--- src/hdl/bsl_pkg.sv ---
// Package for the bytecode stack and local variable unit.
// Holds opcodes, status codes, constants, the shuffle tables and the command struct.
// No dependencies.
package bsl_pkg;

    localparam int STACK_DEPTH_DEF = 64;
    localparam int LOCAL_COUNT_DEF = 256;

    typedef enum logic [2:0] {
        ST_OK      = 3'd0,
        ST_UNKNOWN = 3'd1,
        ST_UNDER   = 3'd2,
        ST_OVER    = 3'd3,
        ST_BADIDX  = 3'd4
    } t_status;

    localparam logic [7:0] OP_NOP         = 8'h00;
    localparam logic [7:0] OP_ACONST_NULL = 8'h01;
    localparam logic [7:0] OP_ICONST_5    = 8'h08;
    localparam logic [7:0] OP_LCONST_1    = 8'h0A;
    localparam logic [7:0] OP_FCONST_0    = 8'h0B;
    localparam logic [7:0] OP_FCONST_1    = 8'h0C;
    localparam logic [7:0] OP_FCONST_2    = 8'h0D;
    localparam logic [7:0] OP_DCONST_0    = 8'h0E;
    localparam logic [7:0] OP_DCONST_1    = 8'h0F;
    localparam logic [7:0] OP_BIPUSH      = 8'h10;
    localparam logic [7:0] OP_SIPUSH      = 8'h11;
    localparam logic [7:0] OP_ILOAD       = 8'h15;
    localparam logic [7:0] OP_ALOAD_3     = 8'h2D;
    localparam logic [7:0] OP_ISTORE      = 8'h36;
    localparam logic [7:0] OP_ASTORE_3    = 8'h4E;
    localparam logic [7:0] OP_POP         = 8'h57;
    localparam logic [7:0] OP_SWAP        = 8'h5F;

    localparam logic [31:0] F_ONE    = 32'h3F80_0000;
    localparam logic [31:0] F_TWO    = 32'h4000_0000;
    localparam logic [31:0] D_ONE_HI = 32'h3FF0_0000;

    // One command word from the controller to the datapath.
    typedef struct packed {
        logic        stk_rd;
        logic        stk_wr;
        logic        loc_rd;
        logic        loc_wr;
        logic        cap_stk;
        logic        cap_loc;
        logic        sp_upd;
        logic        emit;
        logic [2:0]  j;
        logic [2:0]  np;
        logic [2:0]  nq;
        logic [1:0]  vsel;
        logic        use_const;
        logic [31:0] cdata;
        logic [8:0]  lidx;
        t_status     status;
    } t_dp_cmd;

    function automatic logic [2:0] shuf_pops(input logic [3:0] k);
        logic [2:0] r;
        unique case (k)
            4'd0, 4'd2: r = 3'd1;
            4'd1, 4'd3, 4'd5, 4'd8: r = 3'd2;
            4'd4, 4'd6: r = 3'd3;
            4'd7: r = 3'd4;
            default: r = 3'd0;
        endcase
        return r;
    endfunction

    function automatic logic [2:0] shuf_npush(input logic [3:0] k);
        logic [2:0] r;
        unique case (k)
            4'd2, 4'd8: r = 3'd2;
            4'd3: r = 3'd3;
            4'd4, 4'd5: r = 3'd4;
            4'd6: r = 3'd5;
            4'd7: r = 3'd6;
            default: r = 3'd0;
        endcase
        return r;
    endfunction

    // Source of pushed slot j, as an index into the popped slots (0 is the old top).
    function automatic logic [1:0] shuf_src(input logic [3:0] k, input logic [2:0] j);
        logic [11:0] row;
        unique case (k)
            4'd3, 4'd8: row = 12'h004;
            4'd4: row = 12'h018;
            4'd5: row = 12'h011;
            4'd6: row = 12'h061;
            4'd7: row = 12'h1B1;
            default: row = 12'h000;
        endcase
        return row[2*j +: 2];
    endfunction

endpackage

--- src/hdl/bsl_ctrl.sv ---
// Controller of the bytecode stack unit: decodes an opcode and sequences
// memory reads, writes and the result. Depends on bsl_pkg.
module bsl_ctrl #(
    parameter int STACK_DEPTH = 64,
    parameter int LOCAL_COUNT = 256,
    parameter int SPW         = 7
) (
    input  logic            i_clk,
    input  logic            i_rst_n,
    input  logic            i_valid,
    output logic            o_ready,
    input  logic [7:0]      i_cmd,
    input  logic [15:0]     i_imm,
    input  logic [SPW-1:0]  i_sp,
    input  logic            i_out_free,
    output bsl_pkg::t_dp_cmd o_dp
);
    import bsl_pkg::*;

    typedef enum logic [3:0] {
        S_IDLE, S_DEC, S_RD, S_RDC, S_WR, S_UPD, S_ORD, S_ORDC, S_EMIT
    } t_state;

    typedef enum logic [2:0] {K_NONE, K_CONST, K_LOAD, K_STORE, K_SHUF} t_kind;

    t_state      r_state;
    t_kind       r_kind;
    logic [7:0]  r_cmd;
    logic [15:0] r_imm;
    logic [2:0]  r_j, r_np, r_nq, r_nrd, r_nwr;
    logic [31:0] r_cv0, r_cv1;
    logic [8:0]  r_idx;
    logic [3:0]  r_k;
    t_status     r_status;

    t_kind       d_kind;
    logic [2:0]  d_np, d_nq, d_w, d_nrd, d_nwr;
    logic [31:0] d_cv0, d_cv1;
    logic [8:0]  d_idx;
    logic [3:0]  d_k;
    t_status     d_status;
    logic [7:0]  d_rel, d_rr;
    logic [2:0]  d_t;
    logic [SPW:0] d_after;

    always_comb begin
        d_kind = K_NONE;
        d_np = 3'd0;
        d_nq = 3'd0;
        d_w = 3'd1;
        d_cv0 = 32'd0;
        d_cv1 = 32'd0;
        d_idx = 9'd0;
        d_k = 4'd0;
        d_status = ST_OK;
        d_rel = 8'd0;
        d_rr = 8'd0;
        d_t = 3'd0;
        if (r_cmd == OP_NOP) begin
            d_kind = K_NONE;
        end else if (r_cmd <= OP_SIPUSH) begin
            d_kind = K_CONST;
            d_nq = 3'd1;
            if (r_cmd == OP_ACONST_NULL) begin
                d_cv0 = 32'd0;
            end else if (r_cmd <= OP_ICONST_5) begin
                d_cv0 = 32'(r_cmd) - 32'd3;
            end else if (r_cmd <= OP_LCONST_1) begin
                d_cv0 = 32'(r_cmd) - 32'd9;
                d_nq = 3'd2;
            end else if (r_cmd == OP_FCONST_0) begin
                d_cv0 = 32'd0;
            end else if (r_cmd == OP_FCONST_1) begin
                d_cv0 = F_ONE;
            end else if (r_cmd == OP_FCONST_2) begin
                d_cv0 = F_TWO;
            end else if (r_cmd == OP_DCONST_0) begin
                d_nq = 3'd2;
            end else if (r_cmd == OP_DCONST_1) begin
                d_cv1 = D_ONE_HI;
                d_nq = 3'd2;
            end else if (r_cmd == OP_BIPUSH) begin
                d_cv0 = {{24{r_imm[7]}}, r_imm[7:0]};
            end else begin
                d_cv0 = {{16{r_imm[15]}}, r_imm};
            end
        end else if ((r_cmd >= OP_ILOAD && r_cmd <= OP_ALOAD_3) ||
                     (r_cmd >= OP_ISTORE && r_cmd <= OP_ASTORE_3)) begin
            d_rel = (r_cmd >= OP_ISTORE) ? (r_cmd - OP_ISTORE) : (r_cmd - OP_ILOAD);
            if (d_rel < 8'd5) begin
                d_t = d_rel[2:0];
                d_idx = {1'b0, r_imm[7:0]};
            end else begin
                d_rr = d_rel - 8'd5;
                d_t = d_rr[4:2];
                d_idx = {7'd0, d_rr[1:0]};
            end
            d_w = (d_t == 3'd1 || d_t == 3'd3) ? 3'd2 : 3'd1;
            if (r_cmd >= OP_ISTORE) begin
                d_kind = K_STORE;
                d_np = d_w;
            end else begin
                d_kind = K_LOAD;
                d_nq = d_w;
            end
        end else if (r_cmd >= OP_POP && r_cmd <= OP_SWAP) begin
            d_kind = K_SHUF;
            d_k = 4'(r_cmd - OP_POP);
            d_np = shuf_pops(d_k);
            d_nq = shuf_npush(d_k);
        end else begin
            d_status = ST_UNKNOWN;
        end

        d_after = {1'b0, i_sp} - (SPW+1)'(d_np) + (SPW+1)'(d_nq);
        if (d_kind != K_NONE) begin
            if (i_sp < SPW'(d_np)) begin
                d_status = ST_UNDER;
            end else if (d_after > (SPW+1)'(STACK_DEPTH)) begin
                d_status = ST_OVER;
            end else if ((d_kind == K_LOAD || d_kind == K_STORE) &&
                         (10'(d_idx) + 10'(d_w) > 10'(LOCAL_COUNT))) begin
                d_status = ST_BADIDX;
            end
        end

        unique case (d_kind)
            K_LOAD:  d_nrd = d_nq;
            K_STORE: d_nrd = d_np;
            K_SHUF:  d_nrd = (d_nq == 3'd0) ? 3'd0 : d_np;
            default: d_nrd = 3'd0;
        endcase
        d_nwr = (d_kind == K_STORE) ? d_np : d_nq;
    end

    always_ff @(posedge i_clk) begin
        if (!i_rst_n) begin
            r_state <= S_IDLE;
            r_j <= 3'd0;
        end else begin
            unique case (r_state)
                S_IDLE: begin
                    if (i_valid) begin
                        r_cmd <= i_cmd;
                        r_imm <= i_imm;
                        r_state <= S_DEC;
                    end
                end
                S_DEC: begin
                    r_kind <= d_kind;
                    r_np <= d_np;
                    r_nq <= d_nq;
                    r_nrd <= d_nrd;
                    r_nwr <= d_nwr;
                    r_cv0 <= d_cv0;
                    r_cv1 <= d_cv1;
                    r_idx <= d_idx;
                    r_k <= d_k;
                    r_status <= d_status;
                    r_j <= 3'd0;
                    if (d_status != ST_OK || d_kind == K_NONE) begin
                        r_state <= S_ORD;
                    end else if (d_nrd != 3'd0) begin
                        r_state <= S_RD;
                    end else if (d_nwr != 3'd0) begin
                        r_state <= S_WR;
                    end else begin
                        r_state <= S_UPD;
                    end
                end
                S_RD: r_state <= S_RDC;
                S_RDC: begin
                    if (r_j == r_nrd - 3'd1) begin
                        r_j <= 3'd0;
                        r_state <= (r_nwr != 3'd0) ? S_WR : S_UPD;
                    end else begin
                        r_j <= r_j + 3'd1;
                        r_state <= S_RD;
                    end
                end
                S_WR: begin
                    if (r_j == r_nwr - 3'd1) begin
                        r_j <= 3'd0;
                        r_state <= S_UPD;
                    end else begin
                        r_j <= r_j + 3'd1;
                    end
                end
                S_UPD: begin
                    r_j <= 3'd0;
                    r_state <= S_ORD;
                end
                S_ORD: r_state <= S_ORDC;
                S_ORDC: begin
                    if (r_j == 3'd1) begin
                        r_state <= S_EMIT;
                    end else begin
                        r_j <= 3'd1;
                        r_state <= S_ORD;
                    end
                end
                S_EMIT: begin
                    if (i_out_free) begin
                        r_state <= S_IDLE;
                    end
                end
                default: r_state <= S_IDLE;
            endcase
        end
    end

    assign o_ready = (r_state == S_IDLE);

    always_comb begin
        o_dp = '0;
        o_dp.j = r_j;
        o_dp.np = r_np;
        o_dp.nq = r_nq;
        o_dp.status = r_status;
        o_dp.lidx = r_idx + 9'(r_j);
        unique case (r_state)
            S_RD: begin
                if (r_kind == K_LOAD) o_dp.loc_rd = 1'b1;
                else o_dp.stk_rd = 1'b1;
            end
            S_RDC: begin
                if (r_kind == K_LOAD) o_dp.cap_loc = 1'b1;
                else o_dp.cap_stk = 1'b1;
            end
            S_WR: begin
                if (r_kind == K_STORE) begin
                    o_dp.loc_wr = 1'b1;
                    o_dp.vsel = 2'(r_np - 3'd1 - r_j);
                end else begin
                    o_dp.stk_wr = 1'b1;
                    if (r_kind == K_SHUF) begin
                        o_dp.vsel = shuf_src(r_k, r_j);
                    end else if (r_kind == K_LOAD) begin
                        o_dp.vsel = r_j[1:0];
                    end else begin
                        o_dp.use_const = 1'b1;
                        o_dp.cdata = (r_j == 3'd0) ? r_cv0 : r_cv1;
                    end
                end
            end
            S_UPD:  o_dp.sp_upd = 1'b1;
            S_ORD:  o_dp.stk_rd = 1'b1;
            S_ORDC: o_dp.cap_stk = 1'b1;
            S_EMIT: o_dp.emit = i_out_free;
            default: ;
        endcase
    end

endmodule

--- config.mk ---
export PLATFORM = sky130hd
export DESIGN_NAME = bsl_ctrl
export DESIGN_NICKNAME = d
export VERILOG_FILES = /design/src/hdl/bsl_pkg.sv /design/src/hdl/bsl_ctrl.sv
export SDC_FILE = /design/constraint.sdc
export NUM_CORES = 1
export LEC_CHECK = 0
export ABC_AREA = 1
export BUFFER_PORTS_ARGS = -buffer_cell sky130_fd_sc_hd__buf_2
export CAP_MARGIN = 0
export CORE_MARGIN = 3
export CORE_UTILIZATION = 54
export CTS_BUF_LIST = sky130_fd_sc_hd__clkbuf_2 sky130_fd_sc_hd__clkbuf_4 sky130_fd_sc_hd__clkbuf_8
export CTS_CLUSTER_SIZE = 10
export DETAILED_ROUTE_END_ITERATION = 10
export HOLD_SLACK_MARGIN = 0.1
export PLACE_DENSITY = 0.84
export REMOVE_ABC_BUFFERS = 1
export SLEW_MARGIN = 10
export SYNTH_ARGS = -nofsm -noshare
export SYNTH_HDL_FRONTEND = slang
export SYNTH_SLANG_ARGS = --single-unit
--- constraint.sdc ---
create_clock -name i_clk -period 6.89 [get_ports i_clk]
set_input_delay 1.378 -clock i_clk [delete_from_list [all_inputs] [get_ports i_clk]]
set_output_delay 1.378 -clock i_clk [all_outputs]
set_load 0.05 [all_outputs]
# Word level (Yosys, flattened, before mapping)
# Memory sizes are Yosys's and may differ from the RTL's.
# Cells that the tools add are included.
# word_totals
register_bits	126
mem_bits_ro	48
in_bits	35
out_inout_bits	65
elab_cells	214
memories	1
# mem_list
memory	words	width	rd	rd_clocked_by_memory_dff	write_ports	line	text
(no name shown)	16	3	1	0	0	bsl_pkg.sv:61	unique case (k)
# classes
addsub	15
order_cmp	13
eq_ne	43
shift	1
n_mux	95
n_bitwise	2
n_reduce_logical	30
# ops
operator	count
two-way mux 32 bit	9
two-way mux 33 bit	3
two-way mux 3 bit	28
== test 4 x 3 -> 1 bit, second input constant	12
case mux 9 bit (5 select lines)	1
== test 8 x 4 -> 1 bit, second input constant	5
two-way mux 8 bit	5
two-way mux 12 bit	3
case mux 4 bit (9 select lines)	1
two-way mux 35 bit	1
two-way mux 2 bit	17
two-way mux 30 bit	1
== test 4 x 2 -> 1 bit, second input constant	5
two-way mux 1 bit	17
less-or-equal comparator 8 x 4 -> 1 bit, second input constant	2
less-or-equal comparator 8 x 7 -> 1 bit, second input constant	2
two-way mux 4 bit	4
== test 3 x 2 -> 1 bit, second input constant	5
case mux 3 bit (5 select lines)	1
nonzero test 3 bit	5
== test 4 bit, second input constant	3
case mux 3 bit (4 select lines)	1
indexed part select 12 x 5 -> 2 bit	1
adder 9 x 3 -> 10 bit	1
other kinds (44)	66

# Depth between registers and ports, before layout
# logic_depth
depth_word	24
depth_mapped	37
mapped_depth_nobuf	35

# Worst setup path after synthesis
# No wires, ideal clock.
# synth_timing
path_kind	input to register
from	input i_rst_n
to	register r_cv0[0], enable pin
setup_ns	0.577
arrival_time_ns	6.134
t_required_ns	6.313
path_slack_ns	0.179
cell_stages	2
n_path_buf	0
path_cell_list	inv_1 nor4_1
# synth_between
elab_chain_len	1
# synth_lines
element	line	text
start, declared	bsl_ctrl.sv:9	input logic i_rst_n,
AND reduction 2 bit (no line)	-	
end signal, assigned	bsl_ctrl.sv:155	r_cv0 <= d_cv0;
end, declared	bsl_ctrl.sv:31	logic [31:0] r_cv0, r_cv1;
# Every way passes these cells.
# A chain may end at the register's enable or synchronous reset.

# Worst setup path after layout
# layout_timing
from	register r_cmd[2]
to	register r_state[2]
# layout_between
elab_cells_between_ends	105
cone_classes	add/sub: 7; order compare: 13; eq/ne: 18; mux: 50; reduce/logical: 16; memory: 1
# layout_lines
element	line	text
start, declared	bsl_ctrl.sv:28	logic [7:0] r_cmd;
start signal, assigned	bsl_ctrl.sv:144	r_cmd <= i_cmd;
subtractor 4 x 3 -> 4 bit	bsl_ctrl.sv:108	d_k = 4'(r_cmd - OP_POP);
== test 4 x 3 -> 1 bit (tied with other cells)	bsl_pkg.sv:73	unique case (k)
OR reduction 2 bit	bsl_pkg.sv:73	
case mux 3 bit (5 select lines)	bsl_pkg.sv:73	
two-way mux 3 bit	bsl_ctrl.sv:106	end else if (r_cmd >= OP_POP && r_cmd <= OP_SWAP) begin
two-way mux 3 bit	bsl_ctrl.sv:87	end else if ((r_cmd >= OP_ILOAD && r_cmd <= OP_ALOAD_3) ||
two-way mux 3 bit	bsl_ctrl.sv:61	end else if (r_cmd <= OP_SIPUSH) begin
two-way mux 3 bit (*)	bsl_ctrl.sv:59	if (r_cmd == OP_NOP) begin
net d_nq[2]	bsl_ctrl.sv:37	logic [2:0] d_np, d_nq, d_w, d_nrd, d_nwr;
[... 1 more ...]	-	
greater-than comparator 8 x 7 -> 1 bit	bsl_ctrl.sv:119	end else if (d_after > (SPW+1)'(STACK_DEPTH)) begin
two-way mux 3 bit	bsl_ctrl.sv:119	
two-way mux 3 bit	bsl_ctrl.sv:117	if (i_sp < SPW'(d_np)) begin
two-way mux 3 bit	bsl_ctrl.sv:116	if (d_kind != K_NONE) begin
nonzero test 3 bit	bsl_ctrl.sv:161	if (d_status != ST_OK || d_kind == K_NONE) begin
logical OR 1 bit	bsl_ctrl.sv:161	
two-way mux 3 bit (*)	bsl_ctrl.sv:161	
case mux 4 bit (9 select lines) (*)	bsl_ctrl.sv:141	unique case (r_state)
end signal, assigned	bsl_ctrl.sv:175	r_state <= (r_nwr != 3'd0) ? S_WR : S_UPD;
end, declared	bsl_ctrl.sv:26	t_state r_state;
# Mark *: on every way through the listed nets, which the timed path passes. The rest lies on a longest branch. The select of a mux whose other input is x is not followed.

==> impl_metrics.tcl <==
set metrics [dict create \
    status "complete, no violations" \
    drive_gt1_share_pct 20.05 \
    drc_errors 0 \
    ys_seq_area_share_pct 37.92 \
    ys_types 55 \
    endpoint_kind "flop" \
    synth_area_per_cell_um2 7.935 \
    p_total_mw 2.032 \
    numCtsBuffers 9 \
    power_density_mw_per_mm2 298.0 \
    cts_root_buf "clkbuf_8" \
    cts_hold_buffers 0 \
    ys_seq_elements 80 \
    grt_pass1_vias 5077 \
    peakVddDrop_v 0.0002378 \
    gp_congestion 0.9622 \
    final_cell_mix "156 x nand2_1, 127 x inv_1, 99 x buf_2" \
    slowest_delay_ns 0.58 \
    ioPinCount 100 \
    antenna_cells 0 \
    yosys_warnings 0 \
    ctsResizeCount 0 \
    start_util_pct 55.99 \
    worstMarginPinSlew_ns 0.7315 \
    synthFlopType "edfxtp_1" \
    final-hold-violation-count 0 \
    first_pass_iters 5 \
    cts.sinks 80 \
    worstSetupPathType "flop to flop" \
    synth-edff-count 73 \
    via_per_inst 5.327 \
    route.antenna.remaining_nets 0 \
    cp_max_fo 10 \
    postCtsSetupBuffers 0 \
    fin_area_mm2 0.006820 \
    placed_cell_area_mm2 0.006646 \
    maxSlewViolCount 0 \
    synth_area_leader_cell "edfxtp_1" \
    crit_top_cell "a21oi_1" \
    fin_crit_sh_pct 74.23 \
    die_x_um 112.7 \
    cts_tree "done" \
    grtUsageTotal_pct 23.01 \
    grt_pass1_wl_mm 23.77 \
    first_iter_violations 546 \
    worstSetupStartpointType "flop" \
    multi_input_area_mm2 0.003100 \
    final_common_cell "nand2_1" \
    syn_area_mm2 0.006150 \
    antenna_found_initial 0 \
    regArea_mm2 0.002332 \
    grt_max_degree 50 \
    async_reset_ff_share_pct 0 \
    ys_top_cells_by_area "edfxtp_1 36%, nand2_1 9.5%, inv_1 7.8%, ha_1 7.7%, nor2_1 5.3%" \
    fill_cells 936 \
    slew_headroom_pct 50.82 \
    min_path_type "flop to flop" \
    grt_overflow 0 \
    skew_ns 0.01473 \
    routed_wirelength_mm 14.35 \
    portBuffers 99 \
    hpwlAfterDp_mm 11.38 \
    drv_cap 0 \
    setup_viol 0 \
    cp.arrival_ns 5.38 \
    dieArea_mm2 0.01270 \
    via_count 5343 \
    die_y_um 112.7 \
    rsz0062_at_grt "no" \
    fin_setup_tns_ns 0 \
    fin_nets 936 \
    finalCriticalPeriod_ns 5.114 \
    critPathRequiredTime_ns 7.15 \
    clockBufferDepth 2 \
    synth_top_area_share_pct 35.65 \
    core_area_mm2 0.01098 \
    fmax_mhz 195.5 \
    crit_slowest_cell "edfxtp_1" \
    postSynthCellCount 775 \
    clk_pin_slew_worst_paths_ns 0.08 \
    power.leakage_nw 3.328 \
    cts-htree-levels 3 \
    clock_latency_ns 0.37 \
    rows 38 \
    wl_per_cell_um 14.30 \
    syn2layout_area_growth_pct 10.91 \
]
synth_stat cells (all sizes together), types with 7 or more instances:
cell type	instances
nor3	16
edfxtp	73
nand2	180
o21ai	35
xor2	13
buf	22
inv	136
nand4	9
nand3	42
xnor2	7
dfxtp	7
a21oi	46
clkbuf	8
nor2	94
ha	38
critical path: cells and delay by family, from the launching register on:
kind / cells / cell delay [ns]
adders and majority gates: 3 / 1.17
AOI/OAI and AO/OA: 9 / 1.61
DFF: 1 / 0.58
buffers and inverters: 4 / 0.44
xor gates and xnor gates: 1 / 0.08
and+or+nand+nor: 11 / 1.14
through the flow:
stage / util [%] / setup WS (ns) / cells / hold WS (ns)
2_1_floorplan: - / -5.587 / 745 / 0.5255
6_report: 62.10 / 1.776 / 1003 / 0.6572
4_1_cts: 62.10 / 1.815 / 1003 / 0.6812
3_5_place_dp: 60.51 / 1.863 / 987 / 0.6259
3_3_place_gp: 60.51 / 1.985 / 987 / 0.6296
5_1_grt: 62.10 / 1.301 / 1003 / 0.7180
logic make-up after synthesis:
logic type / after synthesis / synth area share [%]
buffers and inverters: 166 / 11.80
AOI/OAI and AO/OA: 113 / 11.19
xor gates and xnor gates: 20 / 2.848
and+or+nand+nor: 353 / 26.88
adders and majority gates: 43 / 9.359
DFF: 80 / 37.92
state kept, by name (all words and copies together) (netlist names), 3 cells and up:
| signal | flops |
|---|---|
| r_j | 3 |
| r_kind | 3 |
| r_np | 3 |
| r_k | 4 |
| r_nq | 3 |
| r_state | 4 |
| r_nrd | 3 |
| r_cmd | 8 |
| r_nwr | 3 |
| r_status | 3 |
| r_cv0 | 18 |
| r_imm | 16 |
| r_idx | 8 |
power by group:
group	total, mW	internal, mW	switching [mW]
registers	0.707	0.636	0.0717
logic	1.01	0.278	0.734
clock network	0.313	0.139	0.174
total	2.03	1.05	0.980
worst paths after layout:
kind / startpoint / end / slack, ns / depth (start not counted)
worst max-delay path: r_cmd[2] / r_state[2] / 1.78 / 28
worst min-delay path: r_imm[3] / r_cv0[3] / 0.66 / 2
worst max register to register: r_cmd[2] / r_state[2] / 1.78 / 28
worst min register to register: r_imm[3] / r_cv0[3] / 0.66 / 2
cell type report:
class	instances	area share, %
Tap cell	140	2.568
Sequential cell	80	34.20
Inverter	136	7.632
Timing Repair Buffer	102	7.595
Multi-Input combinational cell	529	45.46
Clock inverter	5	0.5137
Clock buffer	11	2.036
layer usage:
| metal | global-route usage, % | up-vias | routed length, µm |
|---|---|---|---|
| li1 | - | 2689 | - |
| met4 | 7.853 | 0 | 352 |
| met1 | 30.43 | 2400 | 6013 |
| met3 | 3.850 | 36 | 1155 |
| met2 | 38.51 | 218 | 6824 |
| met5 | 0 | - | 0 |
Power figures use the tool's default switching activity.
